<file path="src/rtl/assert_macros.svh">
// assertion macros shared by the one-shot modifier engine rtl
`ifndef ASSERT_MACROS_SVH
`define ASSERT_MACROS_SVH

// same-cycle implication, checked outside reset
`define OSMK_ASSERT_IMPL(label, clk, rst_n, ante, cons) \
    label: assert property (@(posedge clk) disable iff (!(rst_n)) (ante) |-> (cons)) \
        else $error("osmk assertion failed");

// next-cycle implication, checked outside reset
`define OSMK_ASSERT_NEXT(label, clk, rst_n, ante, cons) \
    label: assert property (@(posedge clk) disable iff (!(rst_n)) (ante) |=> (cons)) \
        else $error("osmk assertion failed");

`endif

</file>
<file path="src/rtl/osmk_pkg.sv">
// types and constants of the one-shot modifier key engine
package osmk_pkg;

    // modifier slots in use, at most MOD_SLOTS
    localparam int NUM_MODS = 8;
    // physical slots carried by the registers and the armed mask
    localparam int MOD_SLOTS = 8;

    localparam int KEY_W  = 11;
    localparam int CODE_W = 8;

    localparam logic [KEY_W-1:0] CODE_OFFSET = KEY_W'(1000);

    // register indexes of the configuration port
    localparam int CFG_IDX_W = 2;
    localparam logic [CFG_IDX_W-1:0] CFG_CAPS_CODE = 2'd0;
    localparam logic [CFG_IDX_W-1:0] CFG_MODS_LOW  = 2'd1;
    localparam logic [CFG_IDX_W-1:0] CFG_MODS_HIGH = 2'd2;
    localparam int CFG_DATA_W = 32;

    localparam logic [CODE_W-1:0]     CAPS_CODE_RESET = 8'd66;
    localparam logic [CFG_DATA_W-1:0] MODS_LOW_RESET  = 32'd1764048434;
    localparam logic [CFG_DATA_W-1:0] MODS_HIGH_RESET = 32'd2256890944;

    // job queue between front and back
    localparam int JOB_FIFO_DEPTH = 2;

    typedef logic [MOD_SLOTS-1:0] t_mask;

    // configuration as seen by front and back
    typedef struct packed {
        logic [CODE_W-1:0]                  caps_code;
        logic [MOD_SLOTS-1:0][CODE_W-1:0]   slot_code;
    } t_cfg;

    typedef enum logic [1:0] {
        JOB_DOWN,   // one press event
        JOB_UP,     // one release event
        JOB_CAPS,   // press then release
        JOB_SWEEP   // release of key, then armed modifiers in code order
    } t_job_kind;

    // one classified input, as handed to the back end
    typedef struct packed {
        t_job_kind          kind;
        logic [KEY_W-1:0]   code;
        t_mask              pend;
        logic               caps;
        t_mask              armed;
    } t_job;

endpackage

</file>
<file path="src/rtl/osmk_in_if.sv">
// input channel: key press and release events
interface osmk_in_if import osmk_pkg::*; ();
    logic             valid;
    logic             ready;
    logic             command;
    logic [KEY_W-1:0] encoded_key;

    modport source (output valid, command, encoded_key, input ready);
    modport sink   (input valid, command, encoded_key, output ready);
endinterface

</file>
<file path="src/rtl/osmk_out_if.sv">
// output channel: physical key events
interface osmk_out_if import osmk_pkg::*; ();
    logic             valid;
    logic             ready;
    logic [KEY_W-1:0] key_code;
    logic             key_down;
    logic             caps_state;
    t_mask            armed_mask;
    logic             last;

    modport source (output valid, key_code, key_down, caps_state, armed_mask, last,
                    input ready);
    modport sink   (input valid, key_code, key_down, caps_state, armed_mask, last,
                    output ready);
endinterface

</file>
<file path="src/rtl/osmk_front.sv">
// front end: accepts key events, keeps modifier state, queues jobs
module osmk_front import osmk_pkg::*; (
    input  logic      i_clk,
    input  logic      i_rst_n,
    osmk_in_if.sink   i_in,
    input  t_cfg      i_cfg,
    input  logic      i_full,
    output logic      o_push,
    output t_job      o_job
);

    t_mask r_held, r_used, r_armed;
    logic  r_caps;
    t_mask n_held, n_used, n_armed;
    logic  n_caps;

    logic             accept;
    logic [KEY_W-1:0] real_code;
    t_mask            match;
    t_mask            hit_bit;
    logic             mod_hit;
    logic             is_caps;

    assign i_in.ready = !i_full;
    assign accept     = i_in.valid && !i_full;

    // strip the code offset
    assign real_code = (i_in.encoded_key > CODE_OFFSET) ?
                       i_in.encoded_key - CODE_OFFSET : i_in.encoded_key;

    // slot lookup, lowest matching slot wins
    always_comb begin
        match = '0;
        for (int s = 0; s < NUM_MODS; s++) begin
            match[s] = (i_cfg.slot_code[s] != '0) &&
                       (real_code == {{(KEY_W-CODE_W){1'b0}}, i_cfg.slot_code[s]});
        end
    end
    assign hit_bit = match & (~match + t_mask'(1));
    assign mod_hit = |match;
    assign is_caps = (real_code == {{(KEY_W-CODE_W){1'b0}}, i_cfg.caps_code});

    // classify and update state
    always_comb begin
        n_held     = r_held;
        n_used     = r_used;
        n_armed    = r_armed;
        n_caps     = r_caps;
        o_push     = 1'b0;
        o_job.kind = JOB_DOWN;
        o_job.code = real_code;
        o_job.pend = '0;
        if (mod_hit) begin
            if (!i_in.command) begin
                o_push = ((r_armed | r_held) & hit_bit) == '0;
                n_held = r_held | hit_bit;
            end else begin
                n_held = r_held & ~hit_bit;
                n_used = r_used & ~hit_bit;
                if (((r_used | r_armed) & hit_bit) != '0) begin
                    n_armed    = r_armed & ~hit_bit;
                    o_push     = 1'b1;
                    o_job.kind = JOB_UP;
                end else begin
                    n_armed = r_armed | hit_bit;
                end
            end
        end else if (is_caps) begin
            if (i_in.command) begin
                o_push     = 1'b1;
                o_job.kind = JOB_CAPS;
                n_caps     = !r_caps;
            end
        end else if (!i_in.command) begin
            n_used = r_used | r_held;
            o_push = 1'b1;
        end else begin
            o_push     = 1'b1;
            o_job.kind = JOB_SWEEP;
            o_job.pend = r_armed & ~r_held;
            n_armed    = r_armed & r_held;
        end
        o_push      = o_push && accept;
        o_job.caps  = n_caps;
        o_job.armed = n_armed;
    end

    // modifier state registers
    always_ff @(posedge i_clk) begin
        if (!i_rst_n) begin
            r_held  <= '0;
            r_used  <= '0;
            r_armed <= '0;
            r_caps  <= 1'b0;
        end else if (accept) begin
            r_held  <= n_held;
            r_used  <= n_used;
            r_armed <= n_armed;
            r_caps  <= n_caps;
        end
    end

`include "assert_macros.svh"

    // a chord mark only exists on a held modifier
    `OSMK_ASSERT_IMPL(a_used_held, i_clk, i_rst_n, 1'b1, (r_used & ~r_held) == '0)

endmodule

</file>
<file path="src/rtl/osmk_job_fifo.sv">
// short job queue between front and back end
module osmk_job_fifo import osmk_pkg::*; (
    input  logic i_clk,
    input  logic i_rst_n,
    input  logic i_push,
    input  t_job i_job,
    input  logic i_pop,
    output t_job o_job,
    output logic o_full,
    output logic o_empty
);

    localparam int PTR_W = (JOB_FIFO_DEPTH > 1) ? $clog2(JOB_FIFO_DEPTH) : 1;
    localparam int CNT_W = $clog2(JOB_FIFO_DEPTH + 1);

    t_job             r_mem [JOB_FIFO_DEPTH];
    logic [PTR_W-1:0] r_wr_ptr, r_rd_ptr;
    logic [CNT_W-1:0] r_count;

    assign o_full  = (r_count == CNT_W'(JOB_FIFO_DEPTH));
    assign o_empty = (r_count == '0);
    assign o_job   = r_mem[r_rd_ptr];

    // pointers and fill count
    always_ff @(posedge i_clk) begin
        if (!i_rst_n) begin
            r_wr_ptr <= '0;
            r_rd_ptr <= '0;
            r_count  <= '0;
        end else begin
            if (i_push) begin
                r_wr_ptr <= (r_wr_ptr == PTR_W'(JOB_FIFO_DEPTH - 1)) ? '0 : r_wr_ptr + 1'b1;
            end
            if (i_pop) begin
                r_rd_ptr <= (r_rd_ptr == PTR_W'(JOB_FIFO_DEPTH - 1)) ? '0 : r_rd_ptr + 1'b1;
            end
            if (i_push && !i_pop) begin
                r_count <= r_count + 1'b1;
            end else if (i_pop && !i_push) begin
                r_count <= r_count - 1'b1;
            end
        end
    end

    // entry storage
    always_ff @(posedge i_clk) begin
        if (i_push) begin
            r_mem[r_wr_ptr] <= i_job;
        end
    end

`include "assert_macros.svh"

    // the front must hold off while the queue is full, the back while empty
    `OSMK_ASSERT_IMPL(a_no_overflow, i_clk, i_rst_n, i_push, !o_full)
    `OSMK_ASSERT_IMPL(a_no_underflow, i_clk, i_rst_n, i_pop, !o_empty)

endmodule

</file>
<file path="src/rtl/osmk_back.sv">
// back end: expands queued jobs into physical key events
module osmk_back import osmk_pkg::*; (
    input  logic       i_clk,
    input  logic       i_rst_n,
    input  t_cfg       i_cfg,
    input  t_job       i_job,
    input  logic       i_empty,
    output logic       o_pop,
    osmk_out_if.source o_out
);

    typedef enum logic [1:0] {
        ST_IDLE,
        ST_FIRST,
        ST_SECOND,
        ST_SWEEP
    } t_state;

    t_state           r_state, n_state;
    t_job             r_job, n_job;
    logic             r_out_valid, n_out_valid;
    logic [KEY_W-1:0] r_out_code, n_out_code;
    logic             r_out_down, n_out_down;
    logic             r_out_last, n_out_last;
    logic             r_out_caps, n_out_caps;
    t_mask            r_out_armed, n_out_armed;

    logic             out_free;
    logic             emit;
    logic [KEY_W-1:0] ev_code;
    logic             ev_down;
    logic             ev_last;
    logic             found;
    logic [CODE_W-1:0] best_code;
    t_mask            best_bit;
    t_mask            pend_rest;

    assign out_free = !r_out_valid || o_out.ready;
    assign emit     = out_free && (r_state != ST_IDLE);
    assign o_pop    = (r_state == ST_IDLE) && !i_empty;

    // lowest-code pending modifier, ties to the lower slot
    always_comb begin
        found     = 1'b0;
        best_code = '0;
        best_bit  = '0;
        for (int s = 0; s < NUM_MODS; s++) begin
            if (r_job.pend[s] && (!found || i_cfg.slot_code[s] < best_code)) begin
                found     = 1'b1;
                best_code = i_cfg.slot_code[s];
                best_bit  = t_mask'(1) << s;
            end
        end
        pend_rest = r_job.pend & ~best_bit;
    end

    // event of the current step and next state
    always_comb begin
        ev_code = r_job.code;
        ev_down = 1'b0;
        ev_last = 1'b1;
        n_state = r_state;
        n_job   = r_job;
        unique case (r_state)
            ST_IDLE: begin
                if (o_pop) begin
                    n_job   = i_job;
                    n_state = ST_FIRST;
                end
            end
            ST_FIRST: begin
                ev_down = (r_job.kind == JOB_DOWN) || (r_job.kind == JOB_CAPS);
                ev_last = (r_job.kind == JOB_DOWN) || (r_job.kind == JOB_UP) ||
                          ((r_job.kind == JOB_SWEEP) && (r_job.pend == '0));
                if (emit) begin
                    if (ev_last) begin
                        n_state = ST_IDLE;
                    end else if (r_job.kind == JOB_CAPS) begin
                        n_state = ST_SECOND;
                    end else begin
                        n_state = ST_SWEEP;
                    end
                end
            end
            ST_SECOND: begin
                if (emit) begin
                    n_state = ST_IDLE;
                end
            end
            ST_SWEEP: begin
                ev_code = {{(KEY_W-CODE_W){1'b0}}, best_code};
                ev_last = (pend_rest == '0);
                if (emit) begin
                    n_job.pend = pend_rest;
                    if (ev_last) begin
                        n_state = ST_IDLE;
                    end
                end
            end
            default: begin
                n_state = ST_IDLE;
            end
        endcase
    end

    // output register, status fields travel with the event
    always_comb begin
        n_out_valid = r_out_valid && !o_out.ready;
        n_out_code  = r_out_code;
        n_out_down  = r_out_down;
        n_out_last  = r_out_last;
        n_out_caps  = r_out_caps;
        n_out_armed = r_out_armed;
        if (emit) begin
            n_out_valid = 1'b1;
            n_out_code  = ev_code;
            n_out_down  = ev_down;
            n_out_last  = ev_last;
            n_out_caps  = r_job.caps;
            n_out_armed = r_job.armed;
        end
    end

    // state, job and output registers
    always_ff @(posedge i_clk) begin
        if (!i_rst_n) begin
            r_state     <= ST_IDLE;
            r_out_valid <= 1'b0;
        end else begin
            r_state     <= n_state;
            r_out_valid <= n_out_valid;
        end
        r_job       <= n_job;
        r_out_code  <= n_out_code;
        r_out_down  <= n_out_down;
        r_out_last  <= n_out_last;
        r_out_caps  <= n_out_caps;
        r_out_armed <= n_out_armed;
    end

    assign o_out.valid      = r_out_valid;
    assign o_out.key_code   = r_out_code;
    assign o_out.key_down   = r_out_down;
    assign o_out.caps_state = r_out_caps;
    assign o_out.armed_mask = r_out_armed;
    assign o_out.last       = r_out_last;

`include "assert_macros.svh"

    // a sweep step always has a modifier left to lift
    `OSMK_ASSERT_IMPL(a_sweep_pend, i_clk, i_rst_n, r_state == ST_SWEEP, r_job.pend != '0)
    // the second event only follows a caps job
    `OSMK_ASSERT_IMPL(a_second_caps, i_clk, i_rst_n, r_state == ST_SECOND,
                      r_job.kind == JOB_CAPS)

endmodule

</file>
<file path="src/rtl/one_shot_modifier_key_engine.sv">
// top level of the one-shot modifier key engine
//
//  channel  | dir | transfer                                  | handshake
//  ---------+-----+-------------------------------------------+----------------
//  i_in     | in  | command, encoded_key                      | valid / ready
//  o_out    | out | key_code, key_down, caps_state, armed_mask, last | valid / ready
//  i_cfg_*  | in  | register index, write data                | write enable
//
// an input is taken whenever the two-entry job queue has room
// the back end loads a job in its idle state, then gives one event per cycle while the
// output is not stalled; it takes the next job only once the current one's last event is out
// reset is synchronous, no clearing pass
// a stalled output holds its event; the front keeps accepting until the queue fills
module one_shot_modifier_key_engine import osmk_pkg::*; (
    input  logic                  i_clk,
    input  logic                  i_rst_n,
    osmk_in_if.sink               i_in,
    osmk_out_if.source            o_out,
    input  logic                  i_cfg_we,
    input  logic [CFG_IDX_W-1:0]  i_cfg_idx,
    input  logic [CFG_DATA_W-1:0] i_cfg_data
);

    logic [CODE_W-1:0]     r_caps_code;
    logic [CFG_DATA_W-1:0] r_mods_low;
    logic [CFG_DATA_W-1:0] r_mods_high;
    t_cfg                  cfg;

    logic push, pop, full, empty;
    t_job push_job, head_job;

    // configuration registers
    always_ff @(posedge i_clk) begin
        if (!i_rst_n) begin
            r_caps_code <= CAPS_CODE_RESET;
            r_mods_low  <= MODS_LOW_RESET;
            r_mods_high <= MODS_HIGH_RESET;
        end else if (i_cfg_we) begin
            case (i_cfg_idx)
                CFG_CAPS_CODE: r_caps_code <= i_cfg_data[CODE_W-1:0];
                CFG_MODS_LOW:  r_mods_low  <= i_cfg_data;
                CFG_MODS_HIGH: r_mods_high <= i_cfg_data;
                default: ;
            endcase
        end
    end

    assign cfg.caps_code = r_caps_code;
    assign cfg.slot_code = {r_mods_high, r_mods_low};

    osmk_front u_front (
        .i_clk   (i_clk),
        .i_rst_n (i_rst_n),
        .i_in    (i_in),
        .i_cfg   (cfg),
        .i_full  (full),
        .o_push  (push),
        .o_job   (push_job)
    );

    osmk_job_fifo u_fifo (
        .i_clk   (i_clk),
        .i_rst_n (i_rst_n),
        .i_push  (push),
        .i_job   (push_job),
        .i_pop   (pop),
        .o_job   (head_job),
        .o_full  (full),
        .o_empty (empty)
    );

    osmk_back u_back (
        .i_clk   (i_clk),
        .i_rst_n (i_rst_n),
        .i_cfg   (cfg),
        .i_job   (head_job),
        .i_empty (empty),
        .o_pop   (pop),
        .o_out   (o_out)
    );

endmodule

</file>
<file path="src/flat_wrapper.sv">
// flat-port wrapper written by rule: the top's interface ports become plain ports
module one_shot_modifier_key_engine_flat import osmk_pkg::*;
  (i_clk, i_rst_n, i_cfg_we, i_cfg_idx, i_cfg_data, i_in_valid, i_in_command, i_in_encoded_key, i_in_ready, o_out_valid, o_out_key_code, o_out_key_down, o_out_caps_state, o_out_armed_mask, o_out_last, o_out_ready);
  osmk_in_if i_in_i ();
  osmk_out_if o_out_i ();
  input  logic i_clk;
  input  logic i_rst_n;
  input  logic i_cfg_we;
  input  logic [CFG_IDX_W-1:0] i_cfg_idx;
  input  logic [CFG_DATA_W-1:0] i_cfg_data;
  input wire logic [$bits(i_in_i.valid)-1:0] i_in_valid;
  input wire logic [$bits(i_in_i.command)-1:0] i_in_command;
  input wire logic [$bits(i_in_i.encoded_key)-1:0] i_in_encoded_key;
  output wire logic [$bits(i_in_i.ready)-1:0] i_in_ready;
  output wire logic [$bits(o_out_i.valid)-1:0] o_out_valid;
  output wire logic [$bits(o_out_i.key_code)-1:0] o_out_key_code;
  output wire logic [$bits(o_out_i.key_down)-1:0] o_out_key_down;
  output wire logic [$bits(o_out_i.caps_state)-1:0] o_out_caps_state;
  output wire logic [$bits(o_out_i.armed_mask)-1:0] o_out_armed_mask;
  output wire logic [$bits(o_out_i.last)-1:0] o_out_last;
  input wire logic [$bits(o_out_i.ready)-1:0] o_out_ready;
  assign i_in_i.valid = i_in_valid;
  assign i_in_i.command = i_in_command;
  assign i_in_i.encoded_key = i_in_encoded_key;
  assign i_in_ready = i_in_i.ready;
  assign o_out_valid = o_out_i.valid;
  assign o_out_key_code = o_out_i.key_code;
  assign o_out_key_down = o_out_i.key_down;
  assign o_out_caps_state = o_out_i.caps_state;
  assign o_out_armed_mask = o_out_i.armed_mask;
  assign o_out_last = o_out_i.last;
  assign o_out_i.ready = o_out_ready;
  one_shot_modifier_key_engine u_core (.i_clk(i_clk), .i_rst_n(i_rst_n), .i_in(i_in_i), .o_out(o_out_i), .i_cfg_we(i_cfg_we), .i_cfg_idx(i_cfg_idx), .i_cfg_data(i_cfg_data));
endmodule
</file>
<file path="config.mk">
export PLATFORM = sky130hd
export DESIGN_NAME = one_shot_modifier_key_engine_flat
export DESIGN_NICKNAME = d
export VERILOG_FILES = /design/src/rtl/osmk_pkg.sv /design/src/rtl/osmk_in_if.sv /design/src/rtl/osmk_out_if.sv /design/src/rtl/osmk_front.sv /design/src/rtl/osmk_job_fifo.sv /design/src/rtl/osmk_back.sv /design/src/rtl/one_shot_modifier_key_engine.sv /design/src/flat_wrapper.sv
export VERILOG_INCLUDE_DIRS = /design/src /design/src/rtl
export SDC_FILE = /design/constraint.sdc
export NUM_CORES = 1
export LEC_CHECK = 0
export ABC_CLOCK_PERIOD_IN_PS = 14000
export BUFFER_PORTS_ARGS = -buffer_cell sky130_fd_sc_hd__clkbuf_2
export CAP_MARGIN = 20
export CORE_MARGIN = 2
export CORE_UTILIZATION = 56
export CTS_BUF_LIST = sky130_fd_sc_hd__clkbuf_16
export DETAILED_ROUTE_END_ITERATION = 8
export PLACE_DENSITY = 0.8
export SLEW_MARGIN = 15
export SYNTH_ARGS = -nofsm -noshare
export SYNTH_HDL_FRONTEND = slang
export SYNTH_SLANG_ARGS = --single-unit
</file>
<file path="constraint.sdc">
create_clock -name i_clk -period 14 [get_ports i_clk]
set_input_delay 2.8 -clock i_clk [delete_from_list [all_inputs] [get_ports i_clk]]
set_output_delay 2.8 -clock i_clk [all_outputs]
set_load 0.02 [all_outputs]
</file>
==> results.json <==
{
  "synth_edf_count": 112,
  "ctsRootBufferMaster": "clkbuf_16",
  "die_area_um2": 23000,
  "yosysTopAreaCell": "edfxtp_1",
  "area_growth_pct": 14.6,
  "cts-buffers-inserted": 24,
  "drive_gt1_share_pct": 18.7,
  "synthSimpleGateAreaFrac_pct": 18.6,
  "num_rows": 54,
  "htree_levels": 1,
  "slowest_delay_ns": 0.49,
  "async_reset_ff_share_pct": 0,
  "regArea_um2": 5470,
  "hold_class": "reg -> reg",
  "powerDensity_nw_per_um2": 191,
  "yosys_warnings": 0,
  "numClockSinks": 217,
  "maxCapViolCount": 0,
  "dieHeight_um": 152,
  "clk_pin_slew_ns": 0.07,
  "grt_pass1_wl_mm": 53.5,
  "worstMarginPinSlew_ns": 1.03,
  "worstPathRequired_ns": 14.38,
  "numPortBuffers": 74,
  "cts_tree": "yes",
  "muxShareOfSynthArea_pct": 6.47,
  "leakagePower_uw": 0.00554,
  "crit_path_frequent_cell": "buf_4",
  "hold_viol": 0,
  "crit_fanout": 11,
  "final_max_slew_viol_count": 0,
  "dp_hpwl_mm": 24.8,
  "setup_violations": 0,
  "crit_path_start_kind": "register",
  "syn_area_um2": 12200,
  "setup_slack_ns": 0.593,
  "netlist_instances": 1298,
  "core_area_um2": 21600,
  "grt_overflow_total": 0,
  "synth_adder_area_share_pct": 5.23,
  "insertion_delay_ns": 0.53,
  "place.gp.congestion": 1.00,
  "fin_skew_ns": 0.0159,
  "diodes": 0,
  "wl_mm": 35.1,
  "grt_max_degree": 65,
  "hold_depth": 0,
  "synth_flop_cell": "edfxtp_1",
  "final_nets": 1487,
  "slowest_stage": "a2111oi_0",
  "ys_types": 84,
  "drc_errors": 0,
  "routedWlPerCell_um": 20.9,
  "multi_input_area_um2": 6380,
  "pre_cts_ws_ns": -0.398,
  "grt_usage_pct": 30.3,
  "ir_worst_vdd_mv": 0.103,
  "rrSetupSlack_ns": 0.59,
  "viasPerCell": 6.26,
  "syn-num-nets": 1400,
  "initial_core_util_pct": 56.4,
  "fmax_mhz": 74.6,
  "synth.top_cell.area_share_pct": 27.6,
  "fin_hold_ws_ns": 0.418,
  "die_w_um": 152,
  "synth-seq-area-share_pct": 44.8,
  "antenna_found_initial": 0,
  "crit_path_end_kind": "register",
  "drtIter0Drc": 956,
  "synth-compound-area-share_pct": 16.0,
  "first_pass_iters": 5,
  "period_needed_ns": 13.41,
  "r2r_cells": 65,
  "finalPower_uw": 2660,
  "via_count": 10500,
  "synthXorXnorAreaFrac_pct": 4.52,
  "synth_top_family_by_area": "simple AND/OR/NAND/NOR gates",
  "synth_seq_cells": 217,
  "ant_nets": 0,
  "outcome": "completed",
  "arrival_ns": 13.79,
  "fin_util_pct": 64.7,
  "syn_area_per_cell_um2": 9.40,
  "grt_pass1_vias": 9729,
  "min_period_over_period_pct": 95.8,
  "ioPinCount": 75,
  "synth_area_leaders": "edfxtp_1 28%, dfxtp_1 17%, nand2_1 6.3%, ha_1 5.2%, mux2_2 4.3%",
  "fillerInstances": 1786,
  "slew_headroom_pct": 30.8,
  "clock_path_buffers": 3,
  "critPathKind": "reg -> reg"
}
==> through the flow <==
| stage | area [um^2] | TNS, ns | std cells |
|---|---|---|---|
| after floorplan | 12200 | 0 | 1298 |
| after global placement | 12900 | -0.328 | 1620 |
| after detailed placement | 12900 | -1.87 | 1621 |
| after CTS | 13800 | 0 | 1669 |
| after global routing | 14000 | -0.587 | 1683 |
| final | 14000 | 0 | 1683 |
==> kinds of logic after synthesis <==
kind of cell | count (synthesis)
multiplexers | 73
AND/OR/NAND/NOR | 471
adder cells (fa/ha/maj) | 51
XOR/XNOR | 63
buffers and inverters | 127
flip-flops | 217
AO/OA/AOI/OAI | 296
==> final timing paths <==
kind,start,end
max,u_core.u_back.r_job[9],u_core.u_back.o_out.last
min,u_core.u_back.r_job[8],u_core.u_back.o_out.caps_state
max reg2reg,u_core.u_back.r_job[9],u_core.u_back.o_out.last
min reg2reg,u_core.u_back.r_job[8],u_core.u_back.o_out.caps_state
==> report_power, final <==
part / total [uW] / switching, uW / internal, uW
clock network: 632 / 267 / 364
logic: 1130 / 662 / 470
registers: 901 / 77.2 / 823
total: 2660 / 1010 / 1660
==> cell type report <==
type / count / share of cell area [%]
clock inverter: 19 / 1.19
sequential: 217 / 39.1
multi-input combinational: 955 / 45.6
clock buffer: 25 / 4.47
inverter: 60 / 1.61
timing repair buffer: 127 / 5.52
tap: 280 / 2.51
==> placed cells by master (no fill, tap or decap), types with 17 or more instances in the layout <==
cell type	synthesis	layout
nand2_1	205	204
edfxtp_1	112	112
dfxtp_1	105	105
a21oi_1	95	93
clkbuf_2	0	74
nor2_1	71	65
inv_1	58	62
ha_1	51	51
buf_4	1	50
mux2_2	47	46
o21ai_0	46	41
xnor2_1	41	41
nand3_1	41	41
nor3_1	37	37
mux2i_1	26	25
clkbuf_16	0	25
xor2_1	22	22
a211oi_1	19	17
a21o_1	17	17
==> timing repair <==
action / 4_1_cts / 5_1_grt
gates cloned: 0 / 2
resized for setup: 6 / 30
buffers inserted: 4 / 12
pin swaps: 1 / 10
hold buffers: 0 / 0
endpoints found under the setup margin: 14 / 19
==> per-layer routing <==
metal	global-route usage (%)	share of wire (%)	vias to the layer above
met1	40.4	42	5054
li1	-	-	4873
met5	0	0	-
met4	14.1	5.0	0
met3	5.39	8.2	116
met2	48.0	45	489
==> critical path: cells and delay by family (launching register included) <==
kind | cells | cell delay, ns
AND/OR/NAND/NOR | 17 | 2.35
buffers and inverters | 14 | 1.95
multiplexers | 4 | 1.29
adder cells (fa/ha/maj) | 7 | 2.00
flip-flops | 1 | 0.43
AO/OA/AOI/OAI | 23 | 5.21
==> cells in the mapped netlist, types with 6 or more instances <==
master     count
a2111oi_0      7
a211o_1        6
a211oi_1      19
a21o_1        17
a21oi_1       95
and2_1        16
and3_1        12
buf_6          7
clkbuf_1      53
dfxtp_1      105
edfxtp_1     112
ha_1          51
inv_1         58
mux2_2        47
mux2i_1       26
nand2_1      205
nand3_1       41
nand4_1       11
nor2_1        71
nor3_1        37
nor3b_1       12
nor4_1        16
o211ai_1      15
o21a_1        16
o21ai_0       46
o22ai_1        6
o2bb2ai_1      8
or2_2          7
or3_1          7
xnor2_1       41
xor2_1        22
==> registers in the layout, indices dropped and copies added (netlist names), 2 cells and up, named ones only <==
register                        count
u_core.u_fifo.r_count               2
u_core.u_fifo.r_mem                60
u_core.u_front.r_armed              8
u_core.u_back.o_out.armed_mask      8
u_core.r_mods_high                 32
u_core.r_caps_code                  8
u_core.r_mods_low                  32
u_core.u_back.r_state               2
u_core.u_front.r_used               8
u_core.u_back.r_job                30
u_core.u_back.o_out.key_code       11
(Power assumes the default switching activity.)
